`src/rtl/mtpe_pkg.sv`:
```
package mtpe_pkg;

  // Generator and reduction constants.
  localparam logic [31:0] LCG_MUL  = 32'd8253729;
  localparam logic [31:0] LCG_ADD  = 32'd2396403;
  localparam logic [31:0] WORD_MOD = 32'd2147483647;

  // Register reset values.
  localparam logic [31:0] BASE_RST  = 32'd0;
  localparam logic [28:0] COUNT_RST = 29'd2097152;
  localparam logic [31:0] SEED_RST  = 32'd5323;

  // Configuration register indexes.
  localparam logic [1:0] CFG_BASE  = 2'd0;
  localparam logic [1:0] CFG_COUNT = 2'd1;
  localparam logic [1:0] CFG_SEED  = 2'd2;

  localparam logic ACT_BEGIN = 1'b0;

  typedef enum logic [1:0] {
    PH_IDLE,
    PH_WRITE,
    PH_VERIFY,
    PH_DONE
  } phase_e;

  // What kind of beat sits in the evaluation stage.
  typedef enum logic [2:0] {
    K_BEGIN,
    K_IDLE,
    K_WRITE,
    K_VERIFY,
    K_DONE
  } kind_e;

  typedef struct packed {
    logic        action;
    logic [31:0] read_data;
  } in_t;

  typedef struct packed {
    logic [31:0] address;
    logic [28:0] word_index;
    logic [30:0] pattern_word;
    logic        is_write;
    logic        mismatch;
    logic        done_res;
    logic        passed;
  } out_t;

  // Work handed from the sequencer to the evaluation stage.
  typedef struct packed {
    kind_e       kind;
    logic [31:0] address;
    logic [28:0] word_index;
    logic [31:0] seed;
    logic [31:0] read_data;
    logic        last;
  } pipe_t;

endpackage

```
`src/rtl/memory_test_pattern_engine.sv`:
```
// Memory self-test engine: writes a pseudo-random word sequence, then reads
// it back and checks it.
// Input channel (in_valid_i / in_stall_o / in_data_i): each beat is either a
// begin command, which loads the start seed and enters the write phase, or a
// memory beat. A write beat yields the address and the pattern word to
// store; a verify beat carries the word read back from that address and
// yields whether it matched. Every input beat gives exactly one result beat
// on the output channel (out_valid_o / out_stall_i / out_data_o).
// Configuration is written through cfg_valid_i / cfg_idx_i / cfg_data_i,
// always ready; writes take effect on the next beat.
// A beat is held in the pipeline register, then its result in the output
// register. The first stage steps the generator (one 32 by 23 bit
// constant multiply), the second reduces the word modulo 2^31-1 and
// compares it with the read data.
// Throughput is one beat per cycle while the output is not stalled. When the
// output is stalled, the result and the item behind it stay held; two beats
// are buffered before the input is stalled.
// Reset puts the engine in its idle phase with no beats in flight and the
// registers at their reset values; beats before a begin command return
// all-zero results.
module memory_test_pattern_engine (
  input  logic            clk_i,
  input  logic            rst_ni,
  input  logic            in_valid_i,
  output logic            in_stall_o,
  input  mtpe_pkg::in_t   in_data_i,
  output logic            out_valid_o,
  input  logic            out_stall_i,
  output mtpe_pkg::out_t  out_data_o,
  input  logic            cfg_valid_i,
  output logic            cfg_ready_o,
  input  logic [1:0]      cfg_idx_i,
  input  logic [31:0]     cfg_data_i
);

  logic [31:0] base_q;
  logic [28:0] count_q;
  logic [31:0] seed_cfg_q;

  logic            p_valid_q;
  mtpe_pkg::pipe_t p_q;
  mtpe_pkg::pipe_t p_d;

  logic           out_valid_q;
  mtpe_pkg::out_t out_q;
  mtpe_pkg::out_t res;

  // Set once a verify beat has failed; later beats of the same test then
  // report a finished, failed test.
  logic failed_q, failed_d;

  logic out_take;
  logic p_take;
  logic in_accept;

  assign out_take  = ~out_valid_q | ~out_stall_i;
  assign p_take    = ~p_valid_q | out_take;
  assign in_accept = in_valid_i & p_take;

  assign in_stall_o  = ~p_take;
  assign out_valid_o = out_valid_q;
  assign out_data_o  = out_q;
  assign cfg_ready_o = 1'b1;

  // Registers outside the list are ignored.
  always_ff @(posedge clk_i or negedge rst_ni) begin
    if (!rst_ni) begin
      base_q     <= mtpe_pkg::BASE_RST;
      count_q    <= mtpe_pkg::COUNT_RST;
      seed_cfg_q <= mtpe_pkg::SEED_RST;
    end else if (cfg_valid_i) begin
      if (cfg_idx_i == mtpe_pkg::CFG_BASE) begin
        base_q <= cfg_data_i;
      end
      if (cfg_idx_i == mtpe_pkg::CFG_COUNT) begin
        count_q <= cfg_data_i[28:0];
      end
      if (cfg_idx_i == mtpe_pkg::CFG_SEED) begin
        seed_cfg_q <= cfg_data_i;
      end
    end
  end

  mtpe_ctrl u_ctrl (
    .clk_i    (clk_i),
    .rst_ni   (rst_ni),
    .accept_i (in_accept),
    .item_i   (in_data_i),
    .base_i   (base_q),
    .count_i  (count_q),
    .seed_i   (seed_cfg_q),
    .pipe_o   (p_d)
  );

  mtpe_eval u_eval (
    .pipe_i   (p_q),
    .failed_i (failed_q),
    .res_o    (res)
  );

  always_comb begin
    failed_d = failed_q;
    if (p_valid_q && out_take) begin
      if (p_q.kind == mtpe_pkg::K_BEGIN) begin
        failed_d = 1'b0;
      end else if (res.mismatch) begin
        failed_d = 1'b1;
      end
    end
  end

  always_ff @(posedge clk_i or negedge rst_ni) begin
    if (!rst_ni) begin
      p_valid_q   <= 1'b0;
      out_valid_q <= 1'b0;
      failed_q    <= 1'b0;
    end else begin
      failed_q <= failed_d;
      if (p_take) begin
        p_valid_q <= in_valid_i;
      end
      if (out_take) begin
        out_valid_q <= p_valid_q;
      end
    end
  end

  always_ff @(posedge clk_i) begin
    if (in_accept) begin
      p_q <= p_d;
    end
    if (out_take && p_valid_q) begin
      out_q <= res;
    end
  end

`ifndef SYNTHESIS
  a_mis_ends_test : assert property (@(posedge clk_i) disable iff (!rst_ni)
    out_valid_q && out_q.mismatch |-> out_q.done_res && !out_q.passed)
    else $error("mismatch result does not end the test as failed");

  a_write_not_failed : assert property (@(posedge clk_i) disable iff (!rst_ni)
    out_valid_q && out_q.is_write |-> !failed_q && !out_q.done_res)
    else $error("write beat seen inside a failed test");

  a_fail_sticks : assert property (@(posedge clk_i) disable iff (!rst_ni)
    failed_q && !(p_valid_q && p_q.kind == mtpe_pkg::K_BEGIN) |=> failed_q)
    else $error("failure flag cleared without a begin command");

  a_mis_sets_fail : assert property (@(posedge clk_i) disable iff (!rst_ni)
    p_valid_q && out_take && res.mismatch |=> failed_q)
    else $error("mismatch did not mark the test as failed");
`endif

endmodule

```
`src/rtl/mtpe_ctrl.sv`:
```
module mtpe_ctrl (
  input  logic               clk_i,
  input  logic               rst_ni,
  input  logic               accept_i,
  input  mtpe_pkg::in_t      item_i,
  input  logic [31:0]        base_i,
  input  logic [28:0]        count_i,
  input  logic [31:0]        seed_i,
  output mtpe_pkg::pipe_t    pipe_o
);

  mtpe_pkg::phase_e phase_q, phase_d;
  logic [31:0]      seed_q, seed_d;
  logic [28:0]      idx_q, idx_d;

  logic [31:0] seed_adv;
  logic [28:0] count_eff;
  logic        last;

  // One generator step; only the low 32 bits of the product are kept.
  assign seed_adv  = seed_q * mtpe_pkg::LCG_MUL + mtpe_pkg::LCG_ADD;
  // A zero word count behaves as a single word.
  assign count_eff = (count_i == 29'd0) ? 29'd1 : count_i;
  assign last      = ({1'b0, idx_q} + 30'd1) >= {1'b0, count_eff};

  always_ff @(posedge clk_i or negedge rst_ni) begin
    if (!rst_ni) begin
      phase_q <= mtpe_pkg::PH_IDLE;
      seed_q  <= '0;
      idx_q   <= '0;
    end else begin
      phase_q <= phase_d;
      seed_q  <= seed_d;
      idx_q   <= idx_d;
    end
  end

  always_comb begin
    phase_d            = phase_q;
    seed_d             = seed_q;
    idx_d              = idx_q;
    pipe_o.kind        = mtpe_pkg::K_IDLE;
    pipe_o.address     = base_i + {1'b0, idx_q, 2'b00};
    pipe_o.word_index  = idx_q;
    pipe_o.seed        = seed_adv;
    pipe_o.read_data   = item_i.read_data;
    pipe_o.last        = last;

    if (item_i.action == mtpe_pkg::ACT_BEGIN) begin
      pipe_o.kind = mtpe_pkg::K_BEGIN;
      if (accept_i) begin
        phase_d = mtpe_pkg::PH_WRITE;
        seed_d  = seed_i;
        idx_d   = '0;
      end
    end else begin
      unique case (phase_q)
        mtpe_pkg::PH_IDLE: begin
          pipe_o.kind = mtpe_pkg::K_IDLE;
        end
        mtpe_pkg::PH_WRITE: begin
          pipe_o.kind = mtpe_pkg::K_WRITE;
          if (accept_i) begin
            if (last) begin
              phase_d = mtpe_pkg::PH_VERIFY;
              seed_d  = seed_i;
              idx_d   = '0;
            end else begin
              seed_d = seed_adv;
              idx_d  = idx_q + 29'd1;
            end
          end
        end
        mtpe_pkg::PH_VERIFY: begin
          // A mismatch is found one stage later; the evaluation stage
          // turns any beats that follow it into finished-test beats.
          pipe_o.kind = mtpe_pkg::K_VERIFY;
          if (accept_i) begin
            if (last) begin
              phase_d = mtpe_pkg::PH_DONE;
            end else begin
              seed_d = seed_adv;
              idx_d  = idx_q + 29'd1;
            end
          end
        end
        mtpe_pkg::PH_DONE: begin
          pipe_o.kind = mtpe_pkg::K_DONE;
        end
      endcase
    end
  end

endmodule

```
`src/rtl/mtpe_eval.sv`:
```
module mtpe_eval (
  input  mtpe_pkg::pipe_t pipe_i,
  input  logic            failed_i,
  output mtpe_pkg::out_t  res_o
);

  logic [31:0] fold;
  logic [30:0] word;
  logic        differ;

  // Reduction modulo 2^31-1: fold the top bit back in, then one subtract.
  assign fold   = {1'b0, pipe_i.seed[30:0]} + {31'd0, pipe_i.seed[31]};
  assign word   = (fold >= mtpe_pkg::WORD_MOD) ? 31'(fold - mtpe_pkg::WORD_MOD)
                                               : fold[30:0];
  assign differ = pipe_i.read_data != {1'b0, word};

  always_comb begin
    res_o = '0;
    unique case (pipe_i.kind)
      mtpe_pkg::K_BEGIN, mtpe_pkg::K_IDLE: begin
        res_o = '0;
      end
      mtpe_pkg::K_WRITE: begin
        res_o.address      = pipe_i.address;
        res_o.word_index   = pipe_i.word_index;
        res_o.pattern_word = word;
        res_o.is_write     = 1'b1;
      end
      mtpe_pkg::K_VERIFY: begin
        if (failed_i) begin
          res_o.done_res = 1'b1;
        end else begin
          res_o.address      = pipe_i.address;
          res_o.word_index   = pipe_i.word_index;
          res_o.pattern_word = word;
          res_o.mismatch     = differ;
          res_o.done_res     = differ | pipe_i.last;
          res_o.passed       = ~differ & pipe_i.last;
        end
      end
      mtpe_pkg::K_DONE: begin
        res_o.done_res = 1'b1;
        res_o.passed   = ~failed_i;
      end
      default: begin
        res_o = '0;
      end
    endcase
  end

endmodule

```
`config.mk`:
```
export PLATFORM = sky130hd
export DESIGN_NAME = memory_test_pattern_engine
export DESIGN_NICKNAME = d
export VERILOG_FILES = /design/src/rtl/mtpe_pkg.sv /design/src/rtl/memory_test_pattern_engine.sv /design/src/rtl/mtpe_ctrl.sv /design/src/rtl/mtpe_eval.sv
export SDC_FILE = /design/constraint.sdc
export NUM_CORES = 1
export LEC_CHECK = 0
export BUFFER_PORTS_ARGS = -buffer_cell sky130_fd_sc_hd__buf_2
export CAP_MARGIN = 25
export CORE_MARGIN = 2
export CORE_UTILIZATION = 60
export DETAILED_ROUTE_END_ITERATION = 8
export PLACE_DENSITY = 0.79
export SLEW_MARGIN = 20
export SYNTH_ARGS = -nofsm -noshare
export SYNTH_HDL_FRONTEND = slang
export SYNTH_SLANG_ARGS = --single-unit
```
`constraint.sdc`:
```
create_clock -name clk_i -period 9.27 [get_ports clk_i]
set_clock_uncertainty 0.2 [all_clocks]
set_input_delay 1.3905 -clock clk_i [delete_from_list [all_inputs] [get_ports clk_i]]
set_output_delay 1.3905 -clock clk_i [all_outputs]
set_load 0.01 [all_outputs]
```
Word-level counts from Yosys, hierarchy flattened
Index checks and enable logic that the tools add are counted.
Widths: inputs -> output; s select.
{ "word_totals": {"reg_bits": 384, "input_bits": 72, "out_inout_bits": 99, "wordCells": 104} }
{ "op_classes": {"n_addsub": 6, "multipliers": 1, "order_cmp": 2, "n_eq_ne": 15, "muxes": 34, "n_bitwise": 11, "n_reduce_logical": 13} }
{ "ops": {"columns": ["cell", "n"], "rows": [
  ["$mux 29", 7],
  ["$mux 32", 6],
  ["$pmux 92 s2", 1],
  ["$mux 92", 1],
  ["$pmux 32 s2", 1],
  ["$pmux 29 s2", 1],
  ["$add 31x1->32", 1],
  ["$add 32x22->32 const B", 1],
  ["$add 32x31->32", 1],
  ["$ge 32x31->1 const B", 1],
  ["$mul 32x23->32 const B", 1],
  ["$ne 32x31->1", 1],
  ["$mux 31", 1],
  ["$sub 31x31->31 const B", 1],
  ["$add 29x1->30 const B", 1],
  ["$ge 30x29->1", 1],
  ["$add 29x1->29 const B", 1],
  ["$logic_not 29->1", 1],
  ["$mux 2", 6],
  ["$pmux 3 s4", 1],
  ["$pmux 2 s2", 2],
  ["$reduce_and 2->1", 4],
  ["$mux 1", 7],
  ["$eq 2x2->1 const B", 3],
  ["16 further kinds", 30]
]} }

Longest topological paths before layout
Gate-level depths: netlist of the first run.
{ "logic_depth": {"word_depth": 8, "ltp_mapped": 25, "depth_no_buf": 25} }

Modules after synthesis
From an unflattened synthesis of the first run, not the netlist that was laid out.
{ "hier_totals": {"hier_cells": 2193, "hier_area_um2": 25395.6} }
{ "modules_own_cells": {"columns": ["module", "instances", "cells_each", "area_each_um2", "seq_area_each_um2"], "rows": [
  ["mtpe_ctrl", 1, 1363, 12520.8, 1576.5],
  ["memory_test_pattern_engine", 1, 438, 10377.5, 9168.8],
  ["mtpe_eval", 1, 392, 2497.4, 0.0]
]} }

Least setup slack after synthesis of the first run
No wires, ideal clock.
{ "synth_path": {"kind": "register -> register", "from": "register u_ctrl.seed_q[1]", "to": "register u_ctrl.seed_q[30]", "setup_time_ns": 0.135, "arrival_time_ns": 6.043, "required_ns": 8.935, "path_slack_ns": 2.893, "stages_incl_launch_ff": 23, "path_buffers": 0, "synth_period_minus_slack_ns": 6.377, "cell_sequence": "dfrtp_1 > fa_1 > fa_1 > ha_1 > inv_1 > fa_1 > inv_1 > fa_1 > inv_1 > fa_1 > inv_1 > fa_1 > ha_1 > or2_2 > a211o_1 > a211o_1 > a31oi_1 > o21ai_0 > a41o_1 > o41a_1 > xor2_1 > mux2i_1 > o21ai_0"} }
{ "synth_rtl": {"columns": ["element", "line_no", "text"], "rows": [
  ["from (decl)", "mtpe_ctrl.sv:13", "logic [31:0] seed_q, seed_d;"],
  ["from (signal assigned)", "mtpe_ctrl.sv:29", "seed_q <= '0;"],
  ["from (signal assigned)", "mtpe_ctrl.sv:33", "seed_q <= seed_d;"]
]} }

==> metrics.log, run 1 <==
[metrics] area share of xor/xnor cells in the synthesized design: 5.058%
[metrics] Register-to-Register Path Depth: 22
[metrics] Fillers: slightly above 3,000
[metrics] overall fraction of global-route tracks in use: 28.87%
[metrics] Max Clk Rate: 142.8 MHz
[metrics] number of antenna-violating nets in the routed design: 0
[metrics] Hold WC Path Type: reg2reg
[metrics] Post-layout nets: 2,727
[metrics] max_slew headroom: roughly a third
[metrics] minimum hold slack: 252.5 ps
[metrics] Syn Nets: 2,559
[metrics] diode insertion count for antenna repair: 0
[metrics] prevailing post-synth register cell: sky130_fd_sc_hd__edfxtp_1
[metrics] dominant combinational cell family by area after synthesis: adder cells
[metrics] total count of hold-check failures in the final report: 0
[metrics] vias in the first global route: approximately 17,000
[metrics] Post-synth top cells: sky130_fd_sc_hd__inv_1 (280), sky130_fd_sc_hd__edfxtp_1 (225), sky130_fd_sc_hd__ha_1 (203)
[metrics] average instance area after synthesis: between 10 and 15 sq um
[metrics] first drt pass iteration count: 5
[metrics] fraction of final layout cells with drive strength greater than 1: 15.88%
[metrics] cell with the most instances after synthesis: sky130_fd_sc_hd__inv_1
[metrics] compound-cell area share of the yosys netlist: 8.565%
[metrics] number of I/O port buffers: 169
[metrics] cts bufs inserted: 40
[metrics] MaxCap Viol Count: 0
[metrics] cell type with the highest aggregate area in the netlist: sky130_fd_sc_hd__edfxtp_1
[metrics] number of gates resized after CTS: 0
[metrics] warning count from the yosys run: 0
[metrics] multiplexer fraction of the synthesized cell area: 5.164%
[metrics] maximum root-to-sink buffer count: 3
[metrics] DRC Markers: 0
[metrics] Clock Sinks: 384
[metrics] worst endpoint data arrival time: 7230 ps
[metrics] number of flops mapped to enable cells by yosys: roughly 230
[metrics] Initial Util: about three fifths
[metrics] total count of max-transition violations in the final report: 0
[metrics] Req. time, crit path: 9490 ps
[metrics] pin count of the biggest net entering global routing: 95
[metrics] area share of the leading cell type in the synthesized netlist: 27.29%
[metrics] summed negative setup slack over all endpoints: 0 ps
[metrics] clock transition at the registers of the reported paths: ~60 ps
[metrics] # setup viols final: 0
[metrics] Post-Syn Area: between 20,000 and 25,000 sq um
[metrics] adder and majority cell fraction of the synthesized area: 22.14%
[metrics] critical path startpoint category: flop
[metrics] DIE HEIGHT: 207.1 um
[metrics] worst-margin pin slew: 955.5 ps
[metrics] crit path capture type: flop
[metrics] Period minus WS final: 7003 ps
[metrics] number of violations reported at the end of detailed-routing iteration 0: 1,183
[metrics] simple-gate share of the synthesized area: between 10% and 20%
[metrics] number of synthesized register bits: 384
[metrics] DIE WIDTH: 207.1 um
[metrics] total die area: ~43,000 sq um
[metrics] Critical Path Fanout Max: 10
[metrics] initial antenna violation count: 4
[metrics] layout-stage area growth over the synthesis result: 11.02%
[metrics] via total after detailed routing: 16,770
[metrics] total half-perimeter wirelength after legalization and detailed placement: 47.16 mm
[metrics] hold-fix buffers at CTS: 0
[metrics] Remaining Overflow, GRT: 0
[metrics] sequential cell area fraction in the yosys report: 43.40%
[metrics] H-Tree Level Count: 2
[metrics] post-CTS repair timing setup buffer count: 0
[metrics] buffer cell driving the clock tree root: sky130_fd_sc_hd__clkbuf_16
[metrics] CTS tree: done
[metrics] WS Path Type: reg2reg
[metrics] first-pass GRT wire length: 96.99 mm
[metrics] count of cell types in the netlist: 84
[metrics] run status: finished clean
[metrics] RSZ-0062 raised after global routing: no
[metrics] final weighted congestion in routability-driven placement: 0.9331
[metrics] cell row count: 74
[metrics] Hold Path Stages: 0
[metrics] Skew-Pair Late Insertion Delay: 580 ps
[metrics] asr flop ratio synth: 41.41%
[metrics] final clock period utilization by the worst path: 75.54%
[metrics] largest cells by area after synthesis: sky130_fd_sc_hd__edfxtp_1 (27%), sky130_fd_sc_hd__dfrtp_1 (15%), sky130_fd_sc_hd__fa_1 (12%), sky130_fd_sc_hd__ha_1 (10%), sky130_fd_sc_hd__mux2_2 (4.3%)
[metrics] Routed WL per cell: 21.38 um
[metrics] ports placed on the boundary: 171
[metrics] synthesized instance count: 2,137
[metrics] core outline area: 40,740 sq um
[metrics] wire length after detailed routing: ~60 mm
[metrics] vias per cell: a little under 6
-- critical path, cell delays in order, from the launching register on --
cell and delay [ps]:
sky130_fd_sc_hd__dfrtp_1 530, sky130_fd_sc_hd__fa_1 530, sky130_fd_sc_hd__fa_1 560, sky130_fd_sc_hd__ha_1 160
sky130_fd_sc_hd__inv_1 50, sky130_fd_sc_hd__fa_1 530, sky130_fd_sc_hd__inv_1 50, sky130_fd_sc_hd__fa_1 470
sky130_fd_sc_hd__inv_1 60, sky130_fd_sc_hd__fa_1 530, sky130_fd_sc_hd__inv_1 50, sky130_fd_sc_hd__fa_1 480
sky130_fd_sc_hd__ha_1 230, sky130_fd_sc_hd__or2_2 310, sky130_fd_sc_hd__a211o_1 270, sky130_fd_sc_hd__a211o_1 250
sky130_fd_sc_hd__a31oi_1 330, sky130_fd_sc_hd__o21ai_0 250, sky130_fd_sc_hd__a41o_1 310, sky130_fd_sc_hd__o41a_1 330
sky130_fd_sc_hd__xor2_1 160, sky130_fd_sc_hd__mux2i_1 120, sky130_fd_sc_hd__o21ai_0 90
-- state kept, by name, summed over array words and instances, names as in the netlist, 2 cells and up --
register	cells
u_ctrl.idx_q	29
u_ctrl.seed_q	32
seed_cfg_q	32
out_data_o	96
count_q	29
p_q	129
base_q	32
u_ctrl.phase_q	2
-- layout by cell type (no fill, tap or decap), types with 54 or more instances in the layout --
cell	count
sky130_fd_sc_hd__a21oi_1	54
sky130_fd_sc_hd__ha_1	203
sky130_fd_sc_hd__and2_1	71
sky130_fd_sc_hd__xnor2_1	94
sky130_fd_sc_hd__fa_1	147
sky130_fd_sc_hd__mux2_2	94
sky130_fd_sc_hd__nor2_1	102
sky130_fd_sc_hd__inv_1	278
sky130_fd_sc_hd__o21ai_0	75
sky130_fd_sc_hd__edfxtp_1	225
sky130_fd_sc_hd__dfrtp_1	151
sky130_fd_sc_hd__buf_2	168
sky130_fd_sc_hd__nand2_1	111
-- kinds of logic (layout without fill, tap and decap cells) --
logic type / Yosys count / in the layout
mux: 116 / 116
fa+ha+maj: 350 / 350
buf+inv: 334 / 534
compound gates: 314 / 314
simple gates: 495 / 495
xor+xnor: 143 / 143
other cells: 1 / 1
flops: 384 / 384
-- final cells by class --
type / instances / area (sq um) / share of cell area (%)
inverter: 280 / 1055 / 3.837
multi-input combinational: 1419 / 12780 / 46.50
sequential: 384 / 10750 / 39.09
clock buffer: 58 / 1119 / 4.069
clock inverter: 16 / 187.7 / 0.6827
timing repair buffer: 180 / 934.6 / 3.400
tap: 532 / 665.6 / 2.421
-- routing by layer --
layer	track usage, %	vias up	part of all wire, %
met5	0	-	0
met1	41.49	8384	45
li1	-	7785	-
met2	46.38	506	47
met4	8.177	0	2.6
met3	3.942	91	5.5
-- metrics by stage --
stage / utilization (%) / instance area, sq um / instances / setup slack [ps]
3_3_place_gp: 64.25 / 26180 / 2794 / 2363
4_1_cts: 67.46 / 27480 / 2868 / 2310
3_5_place_dp: 64.25 / 26180 / 2794 / 2300
2_1_floorplan: - / 24760 / 2137 / 2893
6_report: 67.48 / 27490 / 2869 / 2267
5_1_grt: 67.48 / 27490 / 2869 / 1933
-- final timing paths --
| kind | endpoint | slack (ps) | startpoint |
|---|---|---|---|
| min reg2reg | p_q[95] | 250 | base_q[1] |
| max in group asynchronous | count_q[3] | 6740 | rst_ni |
| min in group asynchronous | out_valid_o | 690 | rst_ni |
| min | p_q[95] | 250 | base_q[1] |
| max reg2reg | u_ctrl.seed_q[30] | 2270 | u_ctrl.seed_q[1] |
| max | u_ctrl.seed_q[30] | 2270 | u_ctrl.seed_q[1] |
Power of run 1 is left out: the tool's default activity adds up to more than one toggle a clock period on the data nets, which glitch-free logic cannot reach.
==> run 2: changes to the inputs <==
ABC_AREA = 1   (was not set)
CORE_UTILIZATION = 56   (was 60)
PLACE_DENSITY = 0.78   (was 0.79)
clock period = 6.2 ns   (was 9.27 ns; I/O delays follow)
==> run 2 against run 1 <==
  * Maximum frequency grew 14%
  * Core utilization shrank 2.8 points
  * Worst setup slack lost 2200 ps
  * Sequential share of layout area shrank 1.5 points
  * Register-to-register slack lost 2200 ps
  * Cell area grew 4.1%
  * Die area grew 8.4%
  * Via count grew 14%
  * Synthesized cell count grew 24%
  * Non-clock buffer count grew 62
  * Largest cell class unchanged
  * Highest routed layer unchanged
==> metrics.log, run 2 <==
[metrics] MaxCap Viol Count: 0 (unchanged)
[metrics] vias in the first global route: 19,200 (+11%)
[metrics] DRC Markers: 0 (unchanged)
[metrics] Clock Sinks: 384 (unchanged)
[metrics] Skew-Pair Late Insertion Delay: 580 ps (about the same)
[metrics] pin count of the biggest net entering global routing: 93 (-2.1%)
[metrics] number of antenna-violating nets in the routed design: 0 (unchanged)
[metrics] number of synthesized register bits: 384 (unchanged)
[metrics] asr flop ratio synth: 41.41% (unchanged)
[metrics] worst endpoint data arrival time: 6450 ps (-780 ps)
[metrics] RSZ-0062 raised after global routing: yes
[metrics] average instance area after synthesis: 9.458 sq um (-18%)
[metrics] largest register by flop count: p_q
[metrics] Hold WC Path Type: in2async
[metrics] Critical Path Fanout Max: 5 (-5)
[metrics] total half-perimeter wirelength after legalization and detailed placement: 51.34 mm (+8.9%)
[metrics] total count of hold-check failures in the final report: 0 (unchanged)
[metrics] buffer cell driving the clock tree root: sky130_fd_sc_hd__clkbuf_16
[metrics] H-Tree Level Count: 2 (unchanged)
[metrics] prevailing post-synth register cell: sky130_fd_sc_hd__edfxtp_1
[metrics] Post-layout nets: 3,307 (+21%)
[metrics] cell row count: 77 (+4.1%)
[metrics] DIE WIDTH: 215.7 um (+4.1%)
[metrics] crit path capture type: flop
[metrics] warning count from the yosys run: 0 (unchanged)
[metrics] ports placed on the boundary: 171 (unchanged)
[metrics] DIE HEIGHT: 215.7 um (+4.1%)
[metrics] layout-stage area growth over the synthesis result: 14.01%
[metrics] Period minus WS final: 6140 ps (-862.5 ps)
[metrics] final clock period utilization by the worst path: 99.04% (+23 points)
[metrics] initial antenna violation count: 0 (-4)
[metrics] core outline area: 44,220 sq um (+8.5%)
[metrics] cts bufs inserted: 41 (+2.5%)
[metrics] run status: finished clean
[metrics] total count of max-transition violations in the final report: 0 (unchanged)
[metrics] count of cell types in the netlist: 55 (-35%)
[metrics] Post-synth top cells: sky130_fd_sc_hd__inv_1 (491), sky130_fd_sc_hd__nand2_1 (455), sky130_fd_sc_hd__nor2_1 (247)
[metrics] critical path startpoint category: flop
[metrics] largest cells by area after synthesis: sky130_fd_sc_hd__edfxtp_1 (27%), sky130_fd_sc_hd__dfrtp_1 (15%), sky130_fd_sc_hd__fa_1 (12%), sky130_fd_sc_hd__ha_1 (10%), sky130_fd_sc_hd__inv_1 (7.3%)
[metrics] number of I/O port buffers: 169 (unchanged)
[metrics] worst-margin pin slew: 943.3 ps (-12.18 ps)
[metrics] Syn Nets: 3,076 (+20%)
[metrics] max_slew headroom: 37.11% (+2.5 points)
[metrics] max FFs per register: 129 (unchanged)
[metrics] via total after detailed routing: 19,170 (+14%)
[metrics] cell type with the highest aggregate area in the netlist: sky130_fd_sc_hd__edfxtp_1
[metrics] first drt pass iteration count: 5 (unchanged)
[metrics] Routed WL per cell: 18.62 um (-13%)
[metrics] sequential cell area fraction in the yosys report: 42.81% (-0.59 points)
[metrics] Register-to-Register Path Depth: 22 (unchanged)
[metrics] vias per cell: 5.463 (-6.5%)
[metrics] commonest non-fill, non-tap cell in the layout: sky130_fd_sc_hd__inv_1
[metrics] wire length after detailed routing: 65.35 mm (+6.5%)
[metrics] clock transition at the registers of the reported paths: 60 ps (about the same)
[metrics] WS Path Type: reg2reg
[metrics] fraction of final layout cells with drive strength greater than 1: 13.54% (-2.3 points)
[metrics] Post-Syn Area: 25,100 sq um (+1.4%)
[metrics] number of flops mapped to enable cells by yosys: 225 (unchanged)
[metrics] total die area: 46,530 sq um (+8.4%)
[metrics] area share of the leading cell type in the synthesized netlist: 26.92% (-0.37 points)
[metrics] Max Clk Rate: 162.9 MHz (+14%)
[metrics] leading cell types in the layout, fill and taps excluded: sky130_fd_sc_hd__inv_1 (485), sky130_fd_sc_hd__nand2_1 (451), sky130_fd_sc_hd__nor2_1 (245)
[metrics] first-pass GRT wire length: 103.7 mm (+6.9%)
[metrics] Initial Util: 56.76% (-4.0 points)
[metrics] Req. time, crit path: 6510 ps (-2980 ps)
[metrics] overall fraction of global-route tracks in use: 28.68% (-0.19 points)
[metrics] cell with the most instances after synthesis: sky130_fd_sc_hd__inv_1
[metrics] final weighted congestion in routability-driven placement: 0.9321 (-0.11%)
[metrics] diode insertion count for antenna repair: 0 (unchanged)
[metrics] Remaining Overflow, GRT: 0 (unchanged)
[metrics] minimum hold slack: 218.2 ps (-34.27 ps)
[metrics] synthesized instance count: 2,654 (+24%)
[metrics] # setup viols final: 0 (unchanged)
[metrics] CTS tree: done
[metrics] number of violations reported at the end of detailed-routing iteration 0: 1,727 (+46%)
[metrics] maximum root-to-sink buffer count: 3 (unchanged)
## run 2: changes by cell type after synthesis, moves of 25 or more
cell | before | now
sky130_fd_sc_hd__nand3_1 | 49 | 92
sky130_fd_sc_hd__xnor2_1 | 94 | 37
sky130_fd_sc_hd__inv_1 | 280 | 491
sky130_fd_sc_hd__a21o_1 | 31 | 4
sky130_fd_sc_hd__o21ai_0 | 75 | 170
sky130_fd_sc_hd__mux2_2 | 94 | 0
sky130_fd_sc_hd__a21oi_1 | 56 | 82
sky130_fd_sc_hd__a22o_1 | 25 | 0
sky130_fd_sc_hd__nand2_1 | 111 | 455
sky130_fd_sc_hd__and2_1 | 71 | 2
sky130_fd_sc_hd__nor2_1 | 103 | 247
## run 2: logic make-up (layout without fill, tap and decap cells)
group	Yosys count	count (layout)	synth area share [%]
and+or+nand+nor	917	917	15.80
buffers and inverters	552	816	8.350
DFF	384	384	42.81
adders and majority gates	350	350	21.84
AOI/OAI and AO/OA	348	348	7.622
xor gates and xnor gates	102	102	3.559
other	1	1	0.01494
## run 2: final timing paths
path | startpoint | endpoint | slack, ps
min in group clk_i | base_q[1] | p_q[95] | 270
setup reg to reg | u_ctrl.seed_q[8] | u_ctrl.seed_q[30] | 60
max in group asynchronous | rst_ni | u_ctrl.seed_q[10] | 4410
hold reg to reg | base_q[1] | p_q[95] | 270
hold / removal | rst_ni | base_q[1] | 220
setup / recovery | u_ctrl.seed_q[8] | u_ctrl.seed_q[30] | 60
## run 2: metrics by stage
stage               setup WS, ps  utilization, %  TNS [ps]  area (sq um)  instances
global placement          -2.139           61.10    -2.139         27020       3428
floorplan                  211.8               -         0         25100       2654
global route              -182.7           64.71    -267.7         28620       3510
finish                     59.77           64.71         0         28620       3510
detailed placement        -116.8           61.15    -368.7         27040       3429
CTS                       -8.610           64.14    -8.610         28360       3505
## run 2: repair_timing
item / CTS / global route
setup buffers: 0 / 4
hold buffers: 0 / 0
setup endpoints to repair: 8 / 22
resized for setup: 6 / 45
pin swaps: 2 / 37
## run 2: layout make-up
type,count,area [sq um]
clock buffers,62,1156
flip-flops and latches,384,10750
inverters,498,1874
clock inverters,14,153.9
fillers,3430,15600
repair buffers,242,1441
well taps,592,740.7
multi-input cells,1718,12500
## run 2: routing by layer
| metal | vias up | GRT usage (%) | routed length [um] | share of wire (%) |
|---|---|---|---|---|
| met4 | 0 | 9.218 | 1975 | 3.0 |
| met1 | 9332 | 40.32 | 28940 | 44 |
| met3 | 123 | 4.228 | 3951 | 6.0 |
| met5 | - | 0 | 0 | 0 |
| met2 | 667 | 46.18 | 30480 | 47 |
| li1 | 9052 | - | - | - |
## run 2: worst max-delay path: stages, from the launching register on
cell                      delay (ps)
sky130_fd_sc_hd__dfrtp_2         460
sky130_fd_sc_hd__fa_1            580
sky130_fd_sc_hd__inv_1            60
sky130_fd_sc_hd__fa_1            520
sky130_fd_sc_hd__inv_2            50
sky130_fd_sc_hd__fa_1            510
sky130_fd_sc_hd__fa_1            560
sky130_fd_sc_hd__fa_1            450
sky130_fd_sc_hd__fa_1            520
sky130_fd_sc_hd__fa_1            560
sky130_fd_sc_hd__ha_4            230
sky130_fd_sc_hd__a21oi_1         120
sky130_fd_sc_hd__o21ai_0         120
sky130_fd_sc_hd__a21oi_1         190
sky130_fd_sc_hd__nand3_2         110
sky130_fd_sc_hd__a21oi_2         130
sky130_fd_sc_hd__nor2_1           60
sky130_fd_sc_hd__nor2_1          160
sky130_fd_sc_hd__xor2_1          220
sky130_fd_sc_hd__nand2_1          80
sky130_fd_sc_hd__nand3_1          70
sky130_fd_sc_hd__o21ai_1          70
sky130_fd_sc_hd__inv_1            70
Power of run 2 is left out for the same reason.
